[src/sv/sbs_pkg.sv]
// ============================================================================
// sbs_pkg
// Shared types and constants for the sorted table binary search block.
// ============================================================================
package sbs_pkg;

	// Default sizes of the element table
	localparam int DEPTH_DEF      = 1024;
	localparam int ELEM_WIDTH_DEF = 32;

	// Fixed port widths
	localparam int CMD_W   = 2;
	localparam int VALUE_W = 32;
	localparam int POS_W   = 10;

	// Command codes on the request channel; code 3 is ignored
	typedef enum logic [CMD_W-1:0] {
		CMD_CLEAR  = 2'd0,
		CMD_APPEND = 2'd1,
		CMD_SEARCH = 2'd2
	} cmd_t;

	typedef enum logic [1:0] {
		ST_IDLE,
		ST_PROBE,
		ST_CMP,
		ST_RESULT
	} state_t;

	// Controller to datapath
	typedef struct packed {
		logic clear;   // empty the table
		logic append;  // write the request word at the fill index
		logic start;   // load key and search bounds
		logic read;    // issue a table read this cycle
		logic probe;   // compare data from the table, narrow or conclude
		logic emit;    // move the result into the output register
	} dp_cmd_t;

	// Datapath to controller
	typedef struct packed {
		logic cnt_zero;    // table is empty
		logic probe_done;  // current probe hits or empties the range
	} dp_status_t;

endpackage

[src/sv/sbs_ctrl.sv]
// ============================================================================
// sbs_ctrl
// Command decode, search sequencer and response handshake.
// ============================================================================
module sbs_ctrl
	import sbs_pkg::*;
(
	input  logic             clk,
	input  logic             arst_n,
	input  logic             req_valid,
	output logic             req_stall,
	input  logic [CMD_W-1:0] cmd,
	output logic             rsp_valid,
	input  logic             rsp_stall,
	output dp_cmd_t          dp_cmd,
	input  dp_status_t       dp_status
);

	state_t state_q, state_d;
	logic   rsp_valid_q;
	logic   take, out_free;

	assign take     = req_valid && (state_q == ST_IDLE);
	assign out_free = !rsp_valid_q || !rsp_stall;

	always_ff @(posedge clk or negedge arst_n) begin
		if (!arst_n) begin
			state_q <= ST_IDLE;
		end else begin
			state_q <= state_d;
		end
	end

	always_comb begin
		state_d = state_q;
		dp_cmd  = '0;
		case (state_q)
			ST_IDLE: begin
				if (take) begin
					dp_cmd.clear  = cmd == CMD_CLEAR;
					dp_cmd.append = (cmd == CMD_APPEND);
					dp_cmd.start  = cmd == CMD_SEARCH;
					if (cmd == CMD_SEARCH) begin
						state_d = dp_status.cnt_zero ? ST_RESULT : ST_PROBE;
					end
				end
			end
			ST_PROBE: begin
				dp_cmd.read = 1'b1;
				state_d     = ST_CMP;
			end
			ST_CMP: begin
				dp_cmd.probe = 1'b1;
				if (dp_status.probe_done) begin
					state_d = ST_RESULT;
				end else begin
					dp_cmd.read = 1'b1;
				end
			end
			ST_RESULT: begin
				if (out_free) begin
					dp_cmd.emit = 1'b1;
					state_d     = ST_IDLE;
				end
			end
			default: begin
				state_d = ST_IDLE;
			end
		endcase
	end

	// Hold the response word until taken; a new word may replace it as it leaves
	always_ff @(posedge clk or negedge arst_n) begin
		if (!arst_n) begin
			rsp_valid_q <= 1'b0;
		end else if (dp_cmd.emit) begin
			rsp_valid_q <= 1'b1;
		end else if (!rsp_stall) begin
			rsp_valid_q <= 1'b0;
		end
	end

	assign req_stall = state_q != ST_IDLE;
	assign rsp_valid = rsp_valid_q;

	// A response word appears only out of the result state
	a_rsp_source: assert property (@(posedge clk) disable iff (!arst_n)
		$rose(rsp_valid_q) |-> $past(state_q == ST_RESULT))
		else $error("response raised outside result state");

	// A finished search waits while the previous word is still stalled
	a_result_hold: assert property (@(posedge clk) disable iff (!arst_n)
		(state_q == ST_RESULT && rsp_valid_q && rsp_stall) |=> state_q == ST_RESULT)
		else $error("result overwrote a stalled response");

endmodule

[config.mk]
export PLATFORM = sky130hd
export DESIGN_NAME = sbs_ctrl
export DESIGN_NICKNAME = d
export VERILOG_FILES = /design/src/sv/sbs_pkg.sv /design/src/sv/sbs_ctrl.sv
export SDC_FILE = /design/constraint.sdc
export NUM_CORES = 1
export LEC_CHECK = 0
export BUFFER_PORTS_ARGS = -buffer_cell sky130_fd_sc_hd__buf_2
export CORE_AREA = 2 2 39 41
export DETAILED_ROUTE_END_ITERATION = 16
export DIE_AREA = 0 0 41 43
export HOLD_SLACK_MARGIN = 0.08
export PLACE_DENSITY = 0.54
export SLEW_MARGIN = 10
export SYNTH_ARGS = -nofsm -noshare
export SYNTH_HDL_FRONTEND = slang
export SYNTH_SLANG_ARGS = --single-unit
[constraint.sdc]
create_clock -name clk -period 1.45 [get_ports clk]
set_input_delay 0.145 -clock clk [delete_from_list [all_inputs] [get_ports clk]]
set_output_delay 0.145 -clock clk [all_outputs]
set_load 0.005 [all_outputs]
-- Yosys cells after proc, flatten, opt, wreduce, memory -nomap -nowiden
Cells that the tools add are included.
- eq/ne operators: 10
- multiplexer cells: 15
- reduce and logical (&&, ||, !) cells: 8
- operators with widths (operator ; number):
    2-bit two-way mux ; 5
    2-bit one-hot mux with 4 select lines ; 1
    2-bit equality test, second input constant ; 3
    1-bit two-way mux ; 6
    3-bit two-way mux ; 2
    2-bit inequality test, second input constant ; 3
    2-bit by 1-bit equality test with 1-bit output, second input constant ; 2
    2-bit zero test ; 2
    2-bit by 1-bit inequality test with 1-bit output, second input constant ; 2
    4-bit AND reduction ; 1
    1-bit zero test ; 2
    1-bit one-hot mux with 2 select lines ; 1
    2-bit nonzero test ; 1
    1-bit logical AND ; 1
    1-bit logical OR ; 1
- register bits: 3
- input port bits: 8
- output and inout port bits: 8
- word-level logic and storage cells: 35

-- Depth between registers and ports, before layout
- word-level depth: 5
- mapped depth: 5
- gate-level depth less buffers: 5

-- Worst setup path before layout
OpenSTA, ideal clock, no wires.
- path type: register to register
- start: register state_q[0]
- end: register state_q[1]
- library setup time: 0.125 ns
- data arrival time: 1.316 ns
- data required time: 1.325 ns
- setup slack: 0.009 ns
- stages on the path, launching flop included: 6
- buffers on the path: 0
- clock period less this slack: 1.441 ns
- cell sequence: dfrtp_1 > inv_1 > ha_1 > nor2b_1 > a2111o_1 > mux2i_1
- cells in the longest elaborated chain, start to end: 4
- RTL lines (what ; RTL line ; source):
    start, declared ; sbs_ctrl.sv:19 ; state_t state_q, state_d;
    start signal, assigned ; sbs_ctrl.sv:30 ; state_q <= state_d;
    2-bit zero test ; sbs_ctrl.sv:23, sbs_ctrl.sv:37 ;
    1-bit logical AND ; sbs_ctrl.sv:23 ; assign take = req_valid && (state_q == ST_IDLE);
    2-bit inequality test (no line) ; - ;
    4-bit AND reduction (no line) ; - ;
Several ways; a longest one is shown, not always the timed one.
A chain may end at the register's enable or synchronous reset.

==> reports/results.env <==
SETUP-TNS-FINAL_NS=-0.0735
GRT_ANTENNA_BEFORE_REPAIR=0
FINAL_AREA_SQ_UM=489
CPLARGESTDELAYFAMILY='flip-flops'
INITIAL_CORE_UTIL=0.188
IO_BUFFERS=15
TOTAL_POWER_mW=0.931
CORE.ROWCOUNT=14
HOLD_PATH.STARTPOINT='rsp_stall'
POST_SYNTH.CELL_AREA_AVG_SQ_UM=9.64
DRTPASS1ITERATIONS=1
SYNTH_TOP_FAMILY_BY_AREA='adder cells'
RSZ0062_AT_GRT='true'
GRT_PASS1_WL_UM=883
CRIT_PATH_FREQUENT_CELL='sky130_fd_sc_hd__buf_4'
SYNTH_AREA_SQ_UM=260
SUM_OF_BUFFERS_AND_INVERTERS_ON_THE_CRITICAL_PATH=3
YOSYS.CELL_TYPES.COUNT=17
CLOCK-ROOT-BUFFER='sky130_fd_sc_hd__clkbuf_4'
POST_SYNTH_INST_COUNT=27
FMAX_GHz=0.671
FINAL.MIN_CLOCK_PERIOD_NS=1.49
END_KIND='output port'
INSERTION_DELAY_NS=0.23
FINAL_ANTENNA_NET_COUNT=0
INSERTEDDIODECOUNT=0
DIEAREA_SQ_UM=1760
FINALNONFILLERCELLS=70
DETAIL_ROUTE.VIAS_PER_CELL=4.16
CRITICAL_PATH_CELL_BY_CELL='buf_4, buf_4, ha_1, o21a_1, buf_2'
WORST_EP_ARRIVAL_NS=1.34
FINAL.PERIOD_UTILIZATION=1.03
WORST-PATH-MAX-FANOUT=2
MAXSLEWVIOLCOUNT=0
SYN_NETS=40
WORSTSETUPPATHTYPE='reg2out'
ROUTE.VIAS.TOTAL=291
DRC=0
STARTPOINT_TYPE='flip-flop'
R2R-START='state_q[1]'
TRITONCTS='yes'
SYNTH_SIMPLE_GATE_AREA_SHARE=0.202
CRIT_PATH_MAX_INCR_DELAY_NS=0.38
XOR_XNOR_FRACTION_OF_SYNTH_AREA=0
SYNTH_FA_HA_AREA_FRAC=0.240
FLOW.AREA_GROWTH_FROM_SYNTHESIS_PCT=88.0
TIMING.CRITICAL_PATH.SLOWEST_STAGE_CELL='sky130_fd_sc_hd__dfrtp_1'
TIMING.CLOCK.SKEW_NS=0.00245
PLACE.GP.CONGESTION=0.629
FIRST_GLOBAL_VIAS=267
SYNTH.MUX.AREA_FRACTION=0.0769
AVGROUTEDWIREPERCELL_UM=8.69
CLOCK_SINKS=3
OUTCOME='finished, violations left'
WORST-SLEW-PIN-TRANSITION_NS=0.221
GROUTE.USAGE.OVERALL=0.0745
GLOBALROUTEOVERFLOWTOTAL=0
SYNTH_SEQUENTIAL_AREA_RATIO=0.288
WIRELENGTH_UM=608
NORMALIZED_MAX_SLEW_MARGIN=0.851
DIE_Y_UM=43
PLACEMENT.CELL_AREA_SQ_UM=385
DIE_X_UM=41
SYNTH.YOSYS.WARNINGS=0
REPORT.FINAL.HOLD_VIOL_COUNT=0
HOLD_PATH_CLASS='in2reg'
SYNTHESIZED_AREA_FRACTION_OCCUPIED_BY_AO_OA_AOI_AND_OAI_CELLS=0.149
PIN_COUNT=16
PWR_DENSITY_CELL_nW_PER_UM2=1900
MAXCAPVIOLCOUNT=0
REQUIRED_TIME_OF_THE_WORST_SETUP_PATH_NS=1.31
GRT_START_MAX_NET_PINS=5
DRT-INITIAL-DRC-COUNT=0
NUMPLACEDINSTANCES=62
REPORT.FINAL.SETUP_VIOL=2
CLK_PIN_SLEW_WORST_PATHS_NS=0.04
FP.COREAREA_SQ_UM=1380
TOTAL_CLOCK_BUFFERS_CREATED_BY_CTS=3
STATIC-LEAKAGE-POWER_nW=0.252
SETUP_SLACK_NS=-0.0393
STARTPOINT='state_q[0]'
YS_FF_LATCH=3
PROPORTION_OF_LAYOUT_CELLS_WITH_A_DRIVE_SUFFIX_ABOVE_1=0.667
CTS.HTREE.LEVELS=1
FAILING_CHECKS='negative setup slack'
IRDROPWORSTVDD_uV=603
FINISH.NET_COUNT=68
CTS_MAX_PATH_BUFFERS=2
## placed cells by master, fill, tap and decap left out
cell type | synthesis | routed
sky130_fd_sc_hd__buf_2 | 0 | 15
sky130_fd_sc_hd__nor2b_1 | 2 | 1
sky130_fd_sc_hd__clkbuf_4 | 0 | 3
sky130_fd_sc_hd__dlygate4sd3_1 | 0 | 1
sky130_fd_sc_hd__ha_2 | 0 | 4
sky130_fd_sc_hd__clkbuf_1 | 0 | 1
sky130_fd_sc_hd__a2111o_1 | 1 | 1
sky130_fd_sc_hd__buf_4 | 0 | 7
sky130_fd_sc_hd__a21boi_0 | 1 | 1
sky130_fd_sc_hd__dfrtp_1 | 3 | 3
sky130_fd_sc_hd__nand2b_1 | 1 | 1
sky130_fd_sc_hd__nor4_1 | 1 | 1
sky130_fd_sc_hd__inv_2 | 0 | 2
sky130_fd_sc_hd__mux2i_1 | 2 | 2
sky130_fd_sc_hd__nor2b_4 | 0 | 1
sky130_fd_sc_hd__inv_1 | 3 | 1
sky130_fd_sc_hd__nand3_4 | 0 | 1
sky130_fd_sc_hd__a21oi_1 | 1 | 1
sky130_fd_sc_hd__o21a_1 | 1 | 1
sky130_fd_sc_hd__a21o_1 | 1 | 1
sky130_fd_sc_hd__ha_1 | 5 | 1
sky130_fd_sc_hd__and3_4 | 0 | 1
sky130_fd_sc_hd__nor2_1 | 1 | 1
sky130_fd_sc_hd__nor3b_2 | 0 | 1
sky130_fd_sc_hd__nor3_2 | 0 | 1
## stage by stage
stage | worst slack, ns | util | hold slack, ns
2_1_floorplan | 0.00862 | - | -0.151
3_3_place_gp | -0.0319 | 0.278 | -0.0581
3_5_place_dp | -0.0216 | 0.278 | -0.0579
4_1_cts | -0.0509 | 0.343 | 0.163
5_1_grt | -0.119 | 0.354 | 0.168
6_report | -0.0393 | 0.354 | 0.167
## cell type report
| cell class | instances | area, sq um |
|---|---|---|
| Clock buffer | 4 | 26.3 |
| Fill cell | 163 | 895 |
| Sequential cell | 3 | 75.1 |
| Multi-Input combinational cell | 21 | 219 |
| Timing Repair Buffer | 23 | 138 |
| Inverter | 3 | 11.3 |
| Tap cell | 16 | 20.0 |
## where the power goes
| group | switching (mW) | leakage (nW) | internal, mW |
|---|---|---|---|
| combinational | 0.262 | 0.201 | 0.359 |
| sequential | 0.0356 | 0.0362 | 0.130 |
| clock | 0.0419 | 0.0150 | 0.103 |
## metal layers
| layer | GRT usage | share of wire | vias to the layer above |
|---|---|---|---|
| met5 | 0 | 0 | - |
| li1 | - | - | 149 |
| met1 | 0.0682 | 0.34 | 132 |
| met2 | 0.128 | 0.56 | 10 |
| met3 | 0.0157 | 0.10 | 0 |
| met4 | 0.0600 | 0 | 0 |
## cells by family (layout without fill, tap and decap cells)
logic type / count (synthesis) / in the layout
adder cells (fa/ha/maj): 5 / 5
flip-flops: 3 / 3
multiplexers: 2 / 2
AND/OR/NAND/NOR: 9 / 9
AO/OA/AOI/OAI: 5 / 5
buffers and inverters: 3 / 30
## worst register-to-register path: stages (launching register included)
cell	delay [ns]
sky130_fd_sc_hd__dfrtp_1	0.40
sky130_fd_sc_hd__buf_4	0.14
sky130_fd_sc_hd__ha_2	0.17
sky130_fd_sc_hd__and3_4	0.18
sky130_fd_sc_hd__a2111o_1	0.31
sky130_fd_sc_hd__mux2i_1	0.13
## registers in the layout (all words and copies together) (netlist names)
signal and count:
state_q 2, rsp_valid 1
## cell usage after synthesis
library cell               count  area (sq um)
sky130_fd_sc_hd__o21a_1        1          7.51
sky130_fd_sc_hd__nor3_1        1          5.00
sky130_fd_sc_hd__mux2i_1       2          20.0
sky130_fd_sc_hd__inv_1         3          11.3
sky130_fd_sc_hd__a2111o_1      1          11.3
sky130_fd_sc_hd__nand3_1       1          5.00
sky130_fd_sc_hd__a21o_1        1          7.51
sky130_fd_sc_hd__a21boi_0      1          7.51
sky130_fd_sc_hd__nor3b_1       1          7.51
sky130_fd_sc_hd__a21oi_1       1          5.00
sky130_fd_sc_hd__nand2b_1      1          6.26
sky130_fd_sc_hd__dfrtp_1       3          75.1
sky130_fd_sc_hd__nor2b_1       2          12.5
sky130_fd_sc_hd__nor4_1        1          6.26
sky130_fd_sc_hd__nor2_1        1          3.75
sky130_fd_sc_hd__ha_1          5          62.6
sky130_fd_sc_hd__and3_1        1          6.26
## path summary, 6_finish.rpt
path	to	slack, ns	cells after the start
worst max-delay path	dp_cmd[2]	-0.04	5
max in group asynchronous	state_q[1]	1.10	2
worst min register to register	rsp_valid	0.54	1
worst min-delay path	rsp_valid	0.17	2
worst max register to register	state_q[1]	0.01	5
min in group asynchronous	state_q[0]	0.24	2
## timing repair
action | 4_1_cts | 5_1_grt
hold buffers | 1 | 0
pin swaps | 0 | 1
hold endpoints to repair | 3 | 0
endpoints found under the setup margin | 6 | 6
buffers inserted | 3 | 0
resized for setup | 10 | 3
Power figures use the tool's default switching activity.
